## config.mk

```make
export PLATFORM = sky130hd
export DESIGN_NAME = sinh_taylor_series
export DESIGN_NICKNAME = d
export VERILOG_FILES = /design/src/rtl/sinh_ts_pkg.sv /design/src/rtl/sinh_ts_dp.sv /design/src/rtl/sinh_taylor_series.sv
export VERILOG_INCLUDE_DIRS = /design/src /design/src/rtl
export SDC_FILE = /design/constraint.sdc
export NUM_CORES = 2
export LEC_CHECK = 0
export ABC_AREA = 0
export BUFFER_PORTS_ARGS = -buffer_cell sky130_fd_sc_hd__buf_2
export CORE_MARGIN = 4
export CORE_UTILIZATION = 45
export CTS_CLUSTER_SIZE = 10
export DETAILED_ROUTE_END_ITERATION = 10
export GPL_ROUTABILITY_DRIVEN = 0
export SYNTH_ARGS = -nofsm -noshare
export SYNTH_HDL_FRONTEND = slang
export SYNTH_SLANG_ARGS = --single-unit
```

## constraint.sdc

```tcl
create_clock -name clk_i -period 13.9 [get_ports clk_i]
set_input_delay 2.78 -clock clk_i [delete_from_list [all_inputs] [get_ports clk_i]]
set_output_delay 2.78 -clock clk_i [all_outputs]
set_load 0.05 [all_outputs]
```

## src/rtl/sinh_taylor_series_defines.svh

```systemverilog
// Assertion macros shared by the sinh Taylor series RTL.
// Needs clk_i and rst_ni in the scope where a macro is used.
`ifndef SINH_TAYLOR_SERIES_DEFINES_SVH
`define SINH_TAYLOR_SERIES_DEFINES_SVH

// same-cycle implication, checked out of reset
`define SINH_TS_ASSERT_IMP(lbl, ante, cons, msg) \
  lbl: assert property (@(posedge clk_i) disable iff (!rst_ni) (ante) |-> (cons)) \
    else $error(msg);

// next-cycle implication, checked out of reset
`define SINH_TS_ASSERT_NXT(lbl, ante, cons, msg) \
  lbl: assert property (@(posedge clk_i) disable iff (!rst_ni) (ante) |=> (cons)) \
    else $error(msg);

`endif

```

## src/rtl/sinh_ts_pkg.sv

```systemverilog
// Package for the sinh Taylor series block: widths, microcode ROM, reciprocal table.
// No dependencies.
`default_nettype none

package sinh_ts_pkg;

  localparam int unsigned ArgW   = 16;  // Q4.12 argument
  localparam int unsigned ValW   = 32;  // Q11.20 result
  localparam int unsigned TermW  = 48;  // Q.32 term and sum magnitude
  localparam int unsigned MagW   = 36;  // sum rounded to Q.20
  localparam int unsigned MulBW  = 16;  // second multiplier operand
  localparam int unsigned ProdW  = TermW + MulBW;
  localparam int unsigned CountW = 5;   // term_count and k
  localparam int unsigned UpcW   = 3;
  localparam int unsigned ProgLen = 2**UpcW;
  localparam int unsigned AddrW  = 3;

  localparam logic [CountW-1:0] TermCountRst = CountW'(31);

  typedef enum logic [2:0] {
    OP_LOAD,
    OP_MUL_M_ACC,
    OP_MUL_M,
    OP_MUL_RL,
    OP_MUL_RH,
    OP_ACC,
    OP_ROUND,
    OP_EMIT
  } op_e;

  typedef enum logic [1:0] {
    COND_NEXT,
    COND_START,  // skip the loop when no steps
    COND_LOOP,   // back to the term start while k < steps
    COND_JUMP
  } cond_e;

  typedef struct packed {
    op_e               op;
    cond_e             cond;
    logic [UpcW-1:0]   target;
  } uword_t;

  typedef struct packed {
    op_e  op;
    logic fire;
  } ctrl_t;

  typedef struct packed {
    logic last;
  } status_t;

  // microcode entry points
  localparam logic [UpcW-1:0] UaLoad = UpcW'(0);
  localparam logic [UpcW-1:0] UaTerm = UpcW'(1);
  localparam logic [UpcW-1:0] UaAcc  = UpcW'(5);

  localparam uword_t Ucode [ProgLen] = '{
    '{OP_LOAD,      COND_START, UaAcc},
    '{OP_MUL_M_ACC, COND_NEXT,  UaLoad},
    '{OP_MUL_M,     COND_NEXT,  UaLoad},
    '{OP_MUL_RL,    COND_NEXT,  UaLoad},
    '{OP_MUL_RH,    COND_LOOP,  UaTerm},
    '{OP_ACC,       COND_NEXT,  UaLoad},
    '{OP_ROUND,     COND_NEXT,  UaLoad},
    '{OP_EMIT,      COND_JUMP,  UaLoad}
  };

  // round(2^32 / ((2k+1)(2k))), Q0.32; entry 0 unused
  localparam logic [31:0] Recip [2**CountW] = '{
    32'd0,         32'd715827883, 32'd214748365, 32'd102261126,
    32'd59652324,  32'd39045157,  32'd27531842,  32'd20452225,
    32'd15790321,  32'd12558384,  32'd10226113,  32'd8488078,
    32'd7158279,   32'd6118187,   32'd5289369,   32'd4618244,
    32'd4067204,   32'd3609216,   32'd3224450,   32'd2898089,
    32'd2618882,   32'd2378166,   32'd2169175,   32'd1986571,
    32'd1826092,   32'd1684301,   32'd1558406,   32'd1446117,
    32'd1345541,   32'd1255104,   32'd1173488,   32'd1099582
  };

endpackage

`default_nettype wire

```

## src/rtl/sinh_ts_dp.sv

```systemverilog
// Datapath of the sinh Taylor series block: shared 48x16 multiplier, term, sum.
// Depends on sinh_ts_pkg; driven by the microcode sequencer in the top level.
`default_nettype none

module sinh_ts_dp import sinh_ts_pkg::*; (
  input  wire logic                     clk_i,
  input  wire ctrl_t                    ctrl_i,
  input  wire logic signed [ArgW-1:0]   argument_i,
  input  wire logic [CountW-1:0]        steps_i,
  output      status_t                  status_o,
  output      logic [ValW-1:0]          sinh_value_o,
  output      logic                     saturated_o
);

  logic [MulBW-1:0]  m_q, m_d;
  logic              neg_q, neg_d;
  logic [TermW-1:0]  t_q, t_d;
  logic [TermW-1:0]  sum_q, sum_d;
  logic [TermW-1:0]  p_q, p_d;
  logic [MagW-1:0]   mag_q, mag_d;
  logic [CountW-1:0] k_q, k_d;
  logic [CountW-1:0] steps_q, steps_d;

  logic [MulBW-1:0]  mul_b;
  logic [ProdW-1:0]  prod;
  logic [31:0]       recip;
  logic [MagW-1:0]   limit;
  logic [MagW-1:0]   clipped;
  logic [ValW-1:0]   low_val;

  assign recip = Recip[k_q];

  always_comb begin
    unique case (ctrl_i.op)
      OP_MUL_RL: mul_b = recip[15:0];
      OP_MUL_RH: mul_b = recip[31:16];
      default:   mul_b = m_q;
    endcase
  end

  assign prod = {{MulBW{1'b0}}, t_q} * {{TermW{1'b0}}, mul_b};

  always_comb begin
    m_d     = m_q;
    neg_d   = neg_q;
    t_d     = t_q;
    sum_d   = sum_q;
    p_d     = p_q;
    mag_d   = mag_q;
    k_d     = k_q;
    steps_d = steps_q;
    if (ctrl_i.fire) begin
      unique case (ctrl_i.op)
        OP_LOAD: begin
          neg_d   = argument_i[ArgW-1];
          m_d     = argument_i[ArgW-1] ? MulBW'(~argument_i + 1'b1) : MulBW'(argument_i);
          t_d     = {{(TermW-MulBW-20){1'b0}}, m_d, 20'd0};
          sum_d   = '0;
          k_d     = CountW'(1);
          steps_d = steps_i;
        end
        OP_MUL_M_ACC: begin
          sum_d = sum_q + t_q;
          t_d   = TermW'((prod + ProdW'(12'h800)) >> 12);
        end
        OP_MUL_M: t_d = TermW'((prod + ProdW'(12'h800)) >> 12);
        OP_MUL_RL: p_d = TermW'(prod >> 16);
        OP_MUL_RH: begin
          // (t*R + 2^31) >> 32 from the two 16-bit halves of R
          t_d = TermW'((prod + {{MulBW{1'b0}}, p_q} + ProdW'(16'h8000)) >> 16);
          k_d = CountW'(k_q + 1'b1);
        end
        OP_ACC:   sum_d = sum_q + t_q;
        OP_ROUND: mag_d = MagW'((sum_q + TermW'(12'h800)) >> 12);
        OP_EMIT:  ;
        default:  ;
      endcase
    end
  end

  always_ff @(posedge clk_i) begin
    m_q     <= m_d;
    neg_q   <= neg_d;
    t_q     <= t_d;
    sum_q   <= sum_d;
    p_q     <= p_d;
    mag_q   <= mag_d;
    k_q     <= k_d;
    steps_q <= steps_d;
  end

  assign status_o.last = (k_q == steps_q);

  // saturate and apply the sign
  assign limit        = neg_q ? MagW'(36'h80000000) : MagW'(36'h7FFFFFFF);
  assign saturated_o  = (mag_q > limit);
  assign clipped      = saturated_o ? limit : mag_q;
  assign low_val      = clipped[ValW-1:0];
  assign sinh_value_o = neg_q ? ValW'(~low_val + 1'b1) : low_val;

endmodule

`default_nettype wire

```

## src/rtl/sinh_taylor_series.sv

```systemverilog
// sinh(x) by truncated Taylor series, signed Q4.12 in, signed Q11.20 out (saturating).
// Terms summed: n + 1, n = min(term_count, MAX_TERMS-1). One argument at a time: the next one
// is taken only at the load step, after the previous result is emitted. Each term costs four
// passes through the one shared 48x16 multiplier (two by |x|, two by the reciprocal halves).
// Reset (rst_ni low, async): sequencer at load step, no result pending, term_count = 31.
`default_nettype none

`include "sinh_taylor_series_defines.svh"

module sinh_taylor_series import sinh_ts_pkg::*; #(
  parameter int unsigned MAX_TERMS = 32
) (
  input  wire logic                    clk_i,
  input  wire logic                    rst_ni,
  // argument channel
  input  wire logic                    in_valid_i,
  output      logic                    in_ready_o,
  input  wire logic signed [ArgW-1:0]  argument_i,
  // result channel
  output      logic                    out_valid_o,
  input  wire logic                    out_ready_i,
  output      logic signed [ValW-1:0]  sinh_value_o,
  output      logic                    saturated_o,
  // APB-style config port
  input  wire logic                    psel,
  input  wire logic                    penable,
  input  wire logic                    pwrite,
  input  wire logic [AddrW-1:0]        paddr,
  input  wire logic [31:0]             pwdata,
  output      logic [31:0]             prdata,
  output      logic                    pready
);

  // step cap: at most MAX_TERMS terms summed, k never needs more than CountW bits
  localparam int unsigned StepCap = MAX_TERMS - 1;
  localparam logic [CountW-1:0] StepLim =
      (StepCap > (2**CountW - 1)) ? {CountW{1'b1}} : CountW'(StepCap);

  // register index is the word address
  localparam logic RegTermCount = 1'b0;

  logic [CountW-1:0] term_count_q;
  logic [CountW-1:0] steps;
  logic              cfg_wr;

  logic [UpcW-1:0]   upc_q, upc_d;
  uword_t            uword;
  ctrl_t             ctrl;
  status_t           status;

  logic              out_valid_q, out_valid_d;
  logic [ValW-1:0]   sinh_value_q;
  logic              saturated_q;
  logic [ValW-1:0]   dp_value;
  logic              dp_sat;
  logic              emit;

  // ---------------------------------------------------------------------------
  // Config port: one register, pready tied high. Writes elsewhere are dropped.
  // ---------------------------------------------------------------------------
  assign pready = 1'b1;
  assign cfg_wr = psel && penable && pwrite && pready && (paddr[2] == RegTermCount);
  assign prdata = (paddr[2] == RegTermCount) ? {{(32-CountW){1'b0}}, term_count_q} : '0;

  always_ff @(posedge clk_i or negedge rst_ni) begin
    if (!rst_ni) begin
      term_count_q <= TermCountRst;
    end else if (cfg_wr) begin
      term_count_q <= pwdata[CountW-1:0];
    end
  end

  assign steps = (term_count_q > StepLim) ? StepLim : term_count_q;

  // ---------------------------------------------------------------------------
  // Microcode sequencer. One ROM word per step; a step only advances when it
  // fires. The load step waits for an input beat, the emit step for a free
  // output register, every other step fires at once.
  // ---------------------------------------------------------------------------
  assign uword      = Ucode[upc_q];
  assign in_ready_o = (uword.op == OP_LOAD);
  assign emit       = (uword.op == OP_EMIT) && ctrl.fire;

  always_comb begin
    unique case (uword.op)
      OP_LOAD: ctrl.fire = in_valid_i;
      OP_EMIT: ctrl.fire = !out_valid_q || out_ready_i;
      default: ctrl.fire = 1'b1;
    endcase
    ctrl.op = uword.op;
  end

  always_comb begin
    upc_d = upc_q;
    if (ctrl.fire) begin
      unique case (uword.cond)
        COND_NEXT:  upc_d = UpcW'(upc_q + 1'b1);
        COND_START: upc_d = (steps == '0) ? uword.target : UpcW'(upc_q + 1'b1);
        COND_LOOP:  upc_d = status.last ? UpcW'(upc_q + 1'b1) : uword.target;
        COND_JUMP:  upc_d = uword.target;
        default:    upc_d = uword.target;
      endcase
    end
  end

  // output register: the next argument can be taken while a result waits here
  always_comb begin
    out_valid_d = out_valid_q;
    if (emit) begin
      out_valid_d = 1'b1;
    end else if (out_ready_i) begin
      out_valid_d = 1'b0;
    end
  end

  always_ff @(posedge clk_i or negedge rst_ni) begin
    if (!rst_ni) begin
      upc_q       <= UaLoad;
      out_valid_q <= 1'b0;
    end else begin
      upc_q       <= upc_d;
      out_valid_q <= out_valid_d;
    end
  end

  always_ff @(posedge clk_i) begin
    if (emit) begin
      sinh_value_q <= dp_value;
      saturated_q  <= dp_sat;
    end
  end

  assign out_valid_o  = out_valid_q;
  assign sinh_value_o = sinh_value_q;
  assign saturated_o  = saturated_q;

  // ---------------------------------------------------------------------------
  // Datapath
  // ---------------------------------------------------------------------------
  sinh_ts_dp u_dp (
    .clk_i        (clk_i),
    .ctrl_i       (ctrl),
    .argument_i   (argument_i),
    .steps_i      (steps),
    .status_o     (status),
    .sinh_value_o (dp_value),
    .saturated_o  (dp_sat)
  );

  // ---------------------------------------------------------------------------
  // Assertions
  // ---------------------------------------------------------------------------
  `SINH_TS_ASSERT_NXT(a_busy_after_beat, in_valid_i && in_ready_o, !in_ready_o,
                      "sequencer did not leave the load step after an input beat")
  `SINH_TS_ASSERT_NXT(a_emit_sets_valid, emit, out_valid_o,
                      "emit step did not present a result")
  `SINH_TS_ASSERT_IMP(a_sat_at_limit, out_valid_o && saturated_o,
                      sinh_value_o == 32'sh7FFFFFFF || sinh_value_o == 32'sh80000000,
                      "saturated result is not a range limit")

endmodule

`default_nettype wire
```

Word-level counts from Yosys, hierarchy flattened
Memories as Yosys holds them, arrays and structs flattened.
Cells that the tools add are included.
- input bits: 58
- ROM bits: 1088
- register bits: 249
- output and inout port bits: 68
- bits in latches: 0
- memory bits (writable): 0
- memories: 2
- bitwise gates (word level): 5
- div/mod/pow operators: 0
- magnitude comparators: 4
- mux-type cells: 20
- equal/unequal tests: 11
- add/sub/neg operators: 9
- shift-type cells: 0
- reductions and logical operators: 21
- $mul: 1
- memory list (name ; words ; width ; rd ports ; clocked after Yosys merged registers in ; write ports ; line ; source):
    (name not given) ; 32 ; 32 ; 1 ; 0 ; 0 ; sinh_ts_dp.sv:31 ; assign recip = Recip[k_q];
    (name not given) ; 8 ; 8 ; 1 ; 0 ; 0 ; sinh_taylor_series.sv:80 ; assign uword = Ucode[upc_q];
- operators by type and width (operator ; count):
    $mux W32 ; 5
    $pmux W48 S3 ; 1
    $pmux W48 S2 ; 1
    $add A64 B16 Y64 const B ; 1
    $add A64 B48 Y64 ; 1
    $mul A48 B16 Y64 ; 1
    $add A60 B12 Y60 const B ; 1
    $add A48 B12 Y48 const B ; 1
    $add A48 B48 Y48 ; 1
    $gt A36 B32 Y1 ; 1
    $add A32 B1 Y32 const B ; 1
    $not A32 Y32 ; 1
    $pmux W16 S2 ; 1
    $add A16 B1 Y16 const B ; 1
    $mux W16 ; 1
    $mux W8 ; 2
    $not A16 Y16 ; 1
    $eq A3 B3 Y1 const B ; 4
    $pmux W3 S4 ; 1
    $reduce_and A2 Y1 ; 6
    $mux W5 ; 2
    $pmux W5 S2 ; 1
    $eq A3 B2 Y1 const B ; 2
    $ge A6 B6 Y1 const B ; 1
    other kinds (23) ; 32

Logic depth before layout (Yosys ltp)
- word-level depth: 10
- mapped depth: 50

Cells and area by module
From an unflattened synthesis, not the netlist that was laid out.
- cells, all modules: 4815
- area, all modules: 43661.9 um^2
- by module, submodules not included (module ; cells each ; area each (um^2) ; sequential area each (um^2) ; times used):
    sinh_ts_dp ; 4681 ; 41787.6 ; 6216.0 ; 1
    sinh_taylor_series ; 134 ; 1874.3 ; 1222.4 ; 1

Worst setup path before layout
OpenSTA, ideal clock, no wires.
- kind: register to register
- start: register u_dp.k_q[2]
- end: register u_dp.t_q[47], data pin
- arrival: 10.622 ns
- slack: 3.005 ns
- library setup time: 0.273 ns
- data required time: 13.627 ns
- cell stages (with the launch flop): 43
- cell sequence: edfxtp_1 clkbuf_1 buf_1 clkbuf_1 buf_1 mux2i_1 o211ai_1 o21ai_0 clkbuf_1 clkbuf_1 nand2_1 fa_1 inv_1 fa_1 fa_1 fa_1 fa_1 inv_1 [7 not listed] o21bai_1 a221oi_2 and2_1 xnor2_1 ha_1 ha_1 clkbuf_1 nand4_1 nor3_1 inv_1 o221a_2 nand2b_1 nand3_1 nand3_1 nor4_4 and3_1 o2111a_1 o32ai_1
- longest elaborated chain between the ends: 9
- elaborated cells on any way between the ends: 10
- classes of those cells: 3 x add/sub; 1 x mul; 4 x mux; 1 x bitwise; 1 x memory
- ends and longest elaborated chain (what ; line ; source):
    from (decl) ; sinh_ts_dp.sv:21 ; logic [CountW-1:0] k_q, k_d;
    from (signal assigned) ; sinh_ts_dp.sv:88 ; k_q <= k_d;
    $not A5 Y6 (not written as such) * ; sinh_ts_dp.sv:31 ;
    $mem_v2 Z32 W32 * ; -- ;
    $mux W32 (not written as such) * (2 in a row) ; sinh_ts_dp.sv:31 ;
    $pmux W16 S2 * ; sinh_ts_dp.sv:34 ; unique case (ctrl_i.op)
    $mul A48 B16 Y64 * ; sinh_ts_dp.sv:41 ; assign prod = {{MulBW{1'b0}}, t_q} * {{TermW{1'b0}}, mul_b};
    named net u_dp.prod[43] ; sinh_ts_dp.sv:25 ; logic [ProdW-1:0] prod;
    $add A64 B48 Y64 ; sinh_ts_dp.sv:70 ; t_d = TermW'((prod + {{MulBW{1'b0}}, p_q} + ProdW'(16'h8000)) >> 16);
    $add A64 B16 Y64 ; sinh_ts_dp.sv:70 ;
    $pmux W48 S3 * ; sinh_ts_dp.sv:53 ; unique case (ctrl_i.op)
    to (signal assigned) ; sinh_ts_dp.sv:84 ; t_q <= t_d;
    to (decl) ; sinh_ts_dp.sv:17 ; logic [TermW-1:0] t_q, t_d;
Mark *: on every way through the listed nets, which the timed path passes. The rest lies on a longest branch. The select of a mux whose other input is x is not followed.
A chain may end at the register's enable or synchronous reset.

Worst setup path in the final report
- start: register u_dp.k_q[1]
- end: register u_dp.t_q[47], data pin
Same word-level chain as after synthesis.

==> results.md <==
Timing:
- Setup repair after global routing left no endpoint under its margin.
- The worst pin sits at a relative slew slack of 0.181.
- For the pin with the worst max-slew slack, the measured transition is 1220 ps.
- The clock period could shrink to 12990 ps.
- The total count of max-transition violations in the final report is 0.
- Based on the critical path, the design can be clocked at up to 77.0 MHz.
- The final clock skew is 23.7 ps.
- The setup-violating endpoint count in the final report is 0.
- The setup TNS is 0 ps.
- In the finished design, the share of the clock period the worst path needs comes to 0.934.
- The count of endpoints failing hold in the final timing report is 0.

CTS:
- The H-tree was split into 2 levels.
- The number of buffers created by CTS is 35.
- The maximum clock insertion buffer count is 3.
- At the later pin of the worst-skew pair, clock insertion delay measures 550 ps.
- Once the clock tree was built, the resizer swapped 0 gates to a different size.
- The tree is rooted in a sky130_fd_sc_hd__clkbuf_16.
- The clock tree from TritonCTS is yes.
- The count of hold-fix buffers inserted at cts is 0.
- Once the clock tree was built, the setup fixing pass inserted 0 buffers.
- Clock tree synthesis found a total of 249 sinks.
- Clock-pin slew was measured on the worst setup and hold paths at 60 ps.

GRT:
- The overall routing resource usage is 0.243.
- The via count of the first global-routing pass is 35300.
- The first-pass GRT wire length is 198000 um.
- The global-route congestion overflow total is 0.
- The maximum number of pins on one net before global-route repair is 71.
- The initial antenna violation count is 4.

Die:
- The site row count is 114.
- For this design the top-level I/O count stands at 126.
- The initial utilization of the core area, before any placement, comes to 0.454.
- The placeable core region is 0.0969 mm^2.
- The floorplan step defined a die boundary enclosing 0.103 mm^2.
- The height of the chip is 321 um.
- The floorplan step set the die width to 321 um.

Worst setup path:
- STA classifies the critical path startpoint as a flop.
- The most used cell along the critical path is sky130_fd_sc_hd__inv_1.
- The peak fanout along the critical path is 34.
- The biggest cell delay along the critical path is 920 ps.
- The worst endpoint data arrival time is 13250 ps.
- The classification of the worst setup path is flop to flop.
- The critical path data required time is 14160 ps.
- The cell with the largest stage delay on the worst path is sky130_fd_sc_hd__nor2_4.
- The critical path capture point type is a flop.

Synthesis:
- The most common cell in the synthesized netlist is sky130_fd_sc_hd__nand2_1.
- The commonest cells after synthesis are 708 x sky130_fd_sc_hd__nand2_1, 696 x sky130_fd_sc_hd__inv_1, 643 x sky130_fd_sc_hd__fa_1.
- In this run the cell area of the synthesized design comes to 0.0440 mm^2.
- The share of synthesized area in the top cell type comes to 0.293.
- A synthesized cell averages 8.94 um^2.
- Counting flops with an async set or reset pin after synthesis yields a share of 0.0361.
- The dominant synthesized flop cell is sky130_fd_sc_hd__edfxtp_1.
- The cell accounting for the most synthesized area is sky130_fd_sc_hd__fa_1.
- Yosys attributes the largest share of cell area to sky130_fd_sc_hd__fa_1 29%, sky130_fd_sc_hd__edfxtp_1 16%, sky130_fd_sc_hd__ha_1 9.5%.
- After technology mapping, the gate count stands at 4922.
- Counting distinct cell types in the post-synthesis netlist gives 109.
- The sequential share of the synthesized area is 0.169.
- The count of yosys warnings during synthesis is 0.
- After synthesis the netlist holds a flip-flop and latch count of 249.
- The synthesized design contains 240 enable-type register cells.

Route:
- The count of nets left with antenna violations once routing finished came out at 0.
- The met2 wirelength from detailed routing is 57300 um.
- The routed layout has 34800 vias.
- The first routing iteration left 3098 violations.
- The highest routed metal layer is met4.
- In the final routed layout, each cell accounts on average for 19.9 um.
- The first detailed-routing pass ran for 6 iterations.
- The final layout contains routed wiring with a total length of 123000 um.
- Using the TritonRoute via totals, the vias-per-cell ratio works out to 5.65.
- The met3 wire length is 7920 um.
- After detailed routing, the wire length on met1 is 53700 um.
- After detailed routing, the number of remaining DRC violations is 0.

Placement:
- In this run the cell area measured after placement is 0.0458 mm^2.
- The total of buffers placed on input and output ports is 68.
- The detailed-placement wirelength estimate is 94500 um.

Final layout:
- After routing the design area is 0.0469 mm^2.
- The filler cells instantiated in the layout total 9318.
- The layout-stage area growth over the synthesis result is 6.65%.
- The fraction of layout cells with a size suffix above 1 is 0.0622.
- The net count reported at finish is 5900.

Run:
- The max-capacitance violation count is 0.

Min path:
- The worst hold path class is flop to flop.

Run status:
- The run finished with clean final reports.
-- sequential cells by signal (all words and copies together), names as in the netlist, 16 cells and up --
| name | cells |
|---|---|
| u_dp.sum_q | 48 |
| u_dp.t_q | 48 |
| u_dp.p_q | 48 |
| u_dp.m_q | 16 |
| u_dp.mag_q | 36 |
| sinh_value_o | 32 |
-- layout by cell type (no fill, tap or decap), types with 18 or more instances in the layout --
cell type	instances
sky130_fd_sc_hd__xor2_1	75
sky130_fd_sc_hd__nor3_1	74
sky130_fd_sc_hd__inv_1	696
sky130_fd_sc_hd__nand4_1	66
sky130_fd_sc_hd__and3_1	31
sky130_fd_sc_hd__or3_1	23
sky130_fd_sc_hd__nor4_1	20
sky130_fd_sc_hd__nor2b_1	39
sky130_fd_sc_hd__clkbuf_16	37
sky130_fd_sc_hd__nor2_1	210
sky130_fd_sc_hd__nand2_1	708
sky130_fd_sc_hd__conb_1	28
sky130_fd_sc_hd__o21ai_0	162
sky130_fd_sc_hd__fa_1	643
sky130_fd_sc_hd__o211ai_1	26
sky130_fd_sc_hd__a211oi_1	25
sky130_fd_sc_hd__ha_1	335
sky130_fd_sc_hd__buf_4	90
sky130_fd_sc_hd__o21a_1	26
sky130_fd_sc_hd__edfxtp_1	240
sky130_fd_sc_hd__nand3_1	83
sky130_fd_sc_hd__xnor2_1	151
sky130_fd_sc_hd__a21o_1	87
sky130_fd_sc_hd__and2_1	291
sky130_fd_sc_hd__o31ai_1	18
sky130_fd_sc_hd__buf_2	68
sky130_fd_sc_hd__o22ai_1	24
sky130_fd_sc_hd__nand2b_1	31
sky130_fd_sc_hd__o21bai_1	23
sky130_fd_sc_hd__a21oi_1	209
-- path summary, 6_finish.rpt --
path,start,endpoint,slack (ps),cells after the start
min in group asynchronous,rst_ni,upc_q[1]$_DFFE_PN0N_,2060,1
max reg2reg,u_dp.k_q[1]$_SDFFCE_PN0P_,u_dp.t_q[47]$_DFFE_PP_,910,41
max in group asynchronous,rst_ni,term_count_q[3]$_DFFE_PN1P_,11590,1
min reg2reg,term_count_q[2]$_DFFE_PN1P_,u_dp.steps_q[2]$_DFFE_PP_,550,0
max,u_dp.k_q[1]$_SDFFCE_PN0P_,u_dp.t_q[47]$_DFFE_PP_,910,41
min,term_count_q[2]$_DFFE_PN1P_,u_dp.steps_q[2]$_DFFE_PP_,550,0
-- layout make-up --
cell class	count	area (um^2)	share of cell area
multi-input cells	3717	33100	0.705
clock buffers	46	990	0.0211
well taps	1276	1600	0.0340
flip-flops and latches	249	7440	0.159
repair buffers	162	1100	0.0234
clock inverters	11	101	0.00216
inverters	699	2620	0.0559
diodes	3	7.51	0.000160
-- worst max-delay path, delay by kind of cell (launching register included) --
| family | cells | cell delay [ps] |
|---|---|---|
| adders and majority gates | 10 | 4750 |
| and+or+nand+nor | 11 | 3290 |
| AOI/OAI and AO/OA | 11 | 2860 |
| buffers and inverters | 8 | 1030 |
| DFF | 1 | 380 |
| xor gates and xnor gates | 1 | 360 |
-- metrics by stage --
step           hold slack, ps  std cells   util  setup WS [ps]
3_5_place_dp              542       6103  0.473           1190
4_1_cts                   548       6160  0.484           1120
5_1_grt                   553       6161  0.484            290
3_3_place_gp              544       6103  0.473           1290
2_1_floorplan             530       4948      -           3000
6_report                  546       6163  0.484            911
-- metal layers --
layer,up-vias,global-route usage
met1,17500,0.337
met3,196,0.0363
li1,16000,-
met2,1086,0.398
met5,-,0
met4,0,0.0705
-- kinds of logic (layout without fill, tap and decap cells) --
| family | after synthesis | count (layout) | synth area share |
|---|---|---|---|
| XOR/XNOR | 227 | 227 | 0.0456 |
| buffers and inverters | 982 | 918 | 0.0872 |
| adder cells (fa/ha/maj) | 978 | 978 | 0.388 |
| other | 2 | 31 | 0.000171 |
| multiplexers | 20 | 20 | 0.00475 |
| AND/OR/NAND/NOR | 1666 | 1666 | 0.185 |
| AO/OA/AOI/OAI | 798 | 798 | 0.120 |
| flip-flops | 249 | 249 | 0.169 |
Power is left out: the tool's default activity adds up to more than one toggle a clock period on the data nets, which glitch-free logic cannot reach.
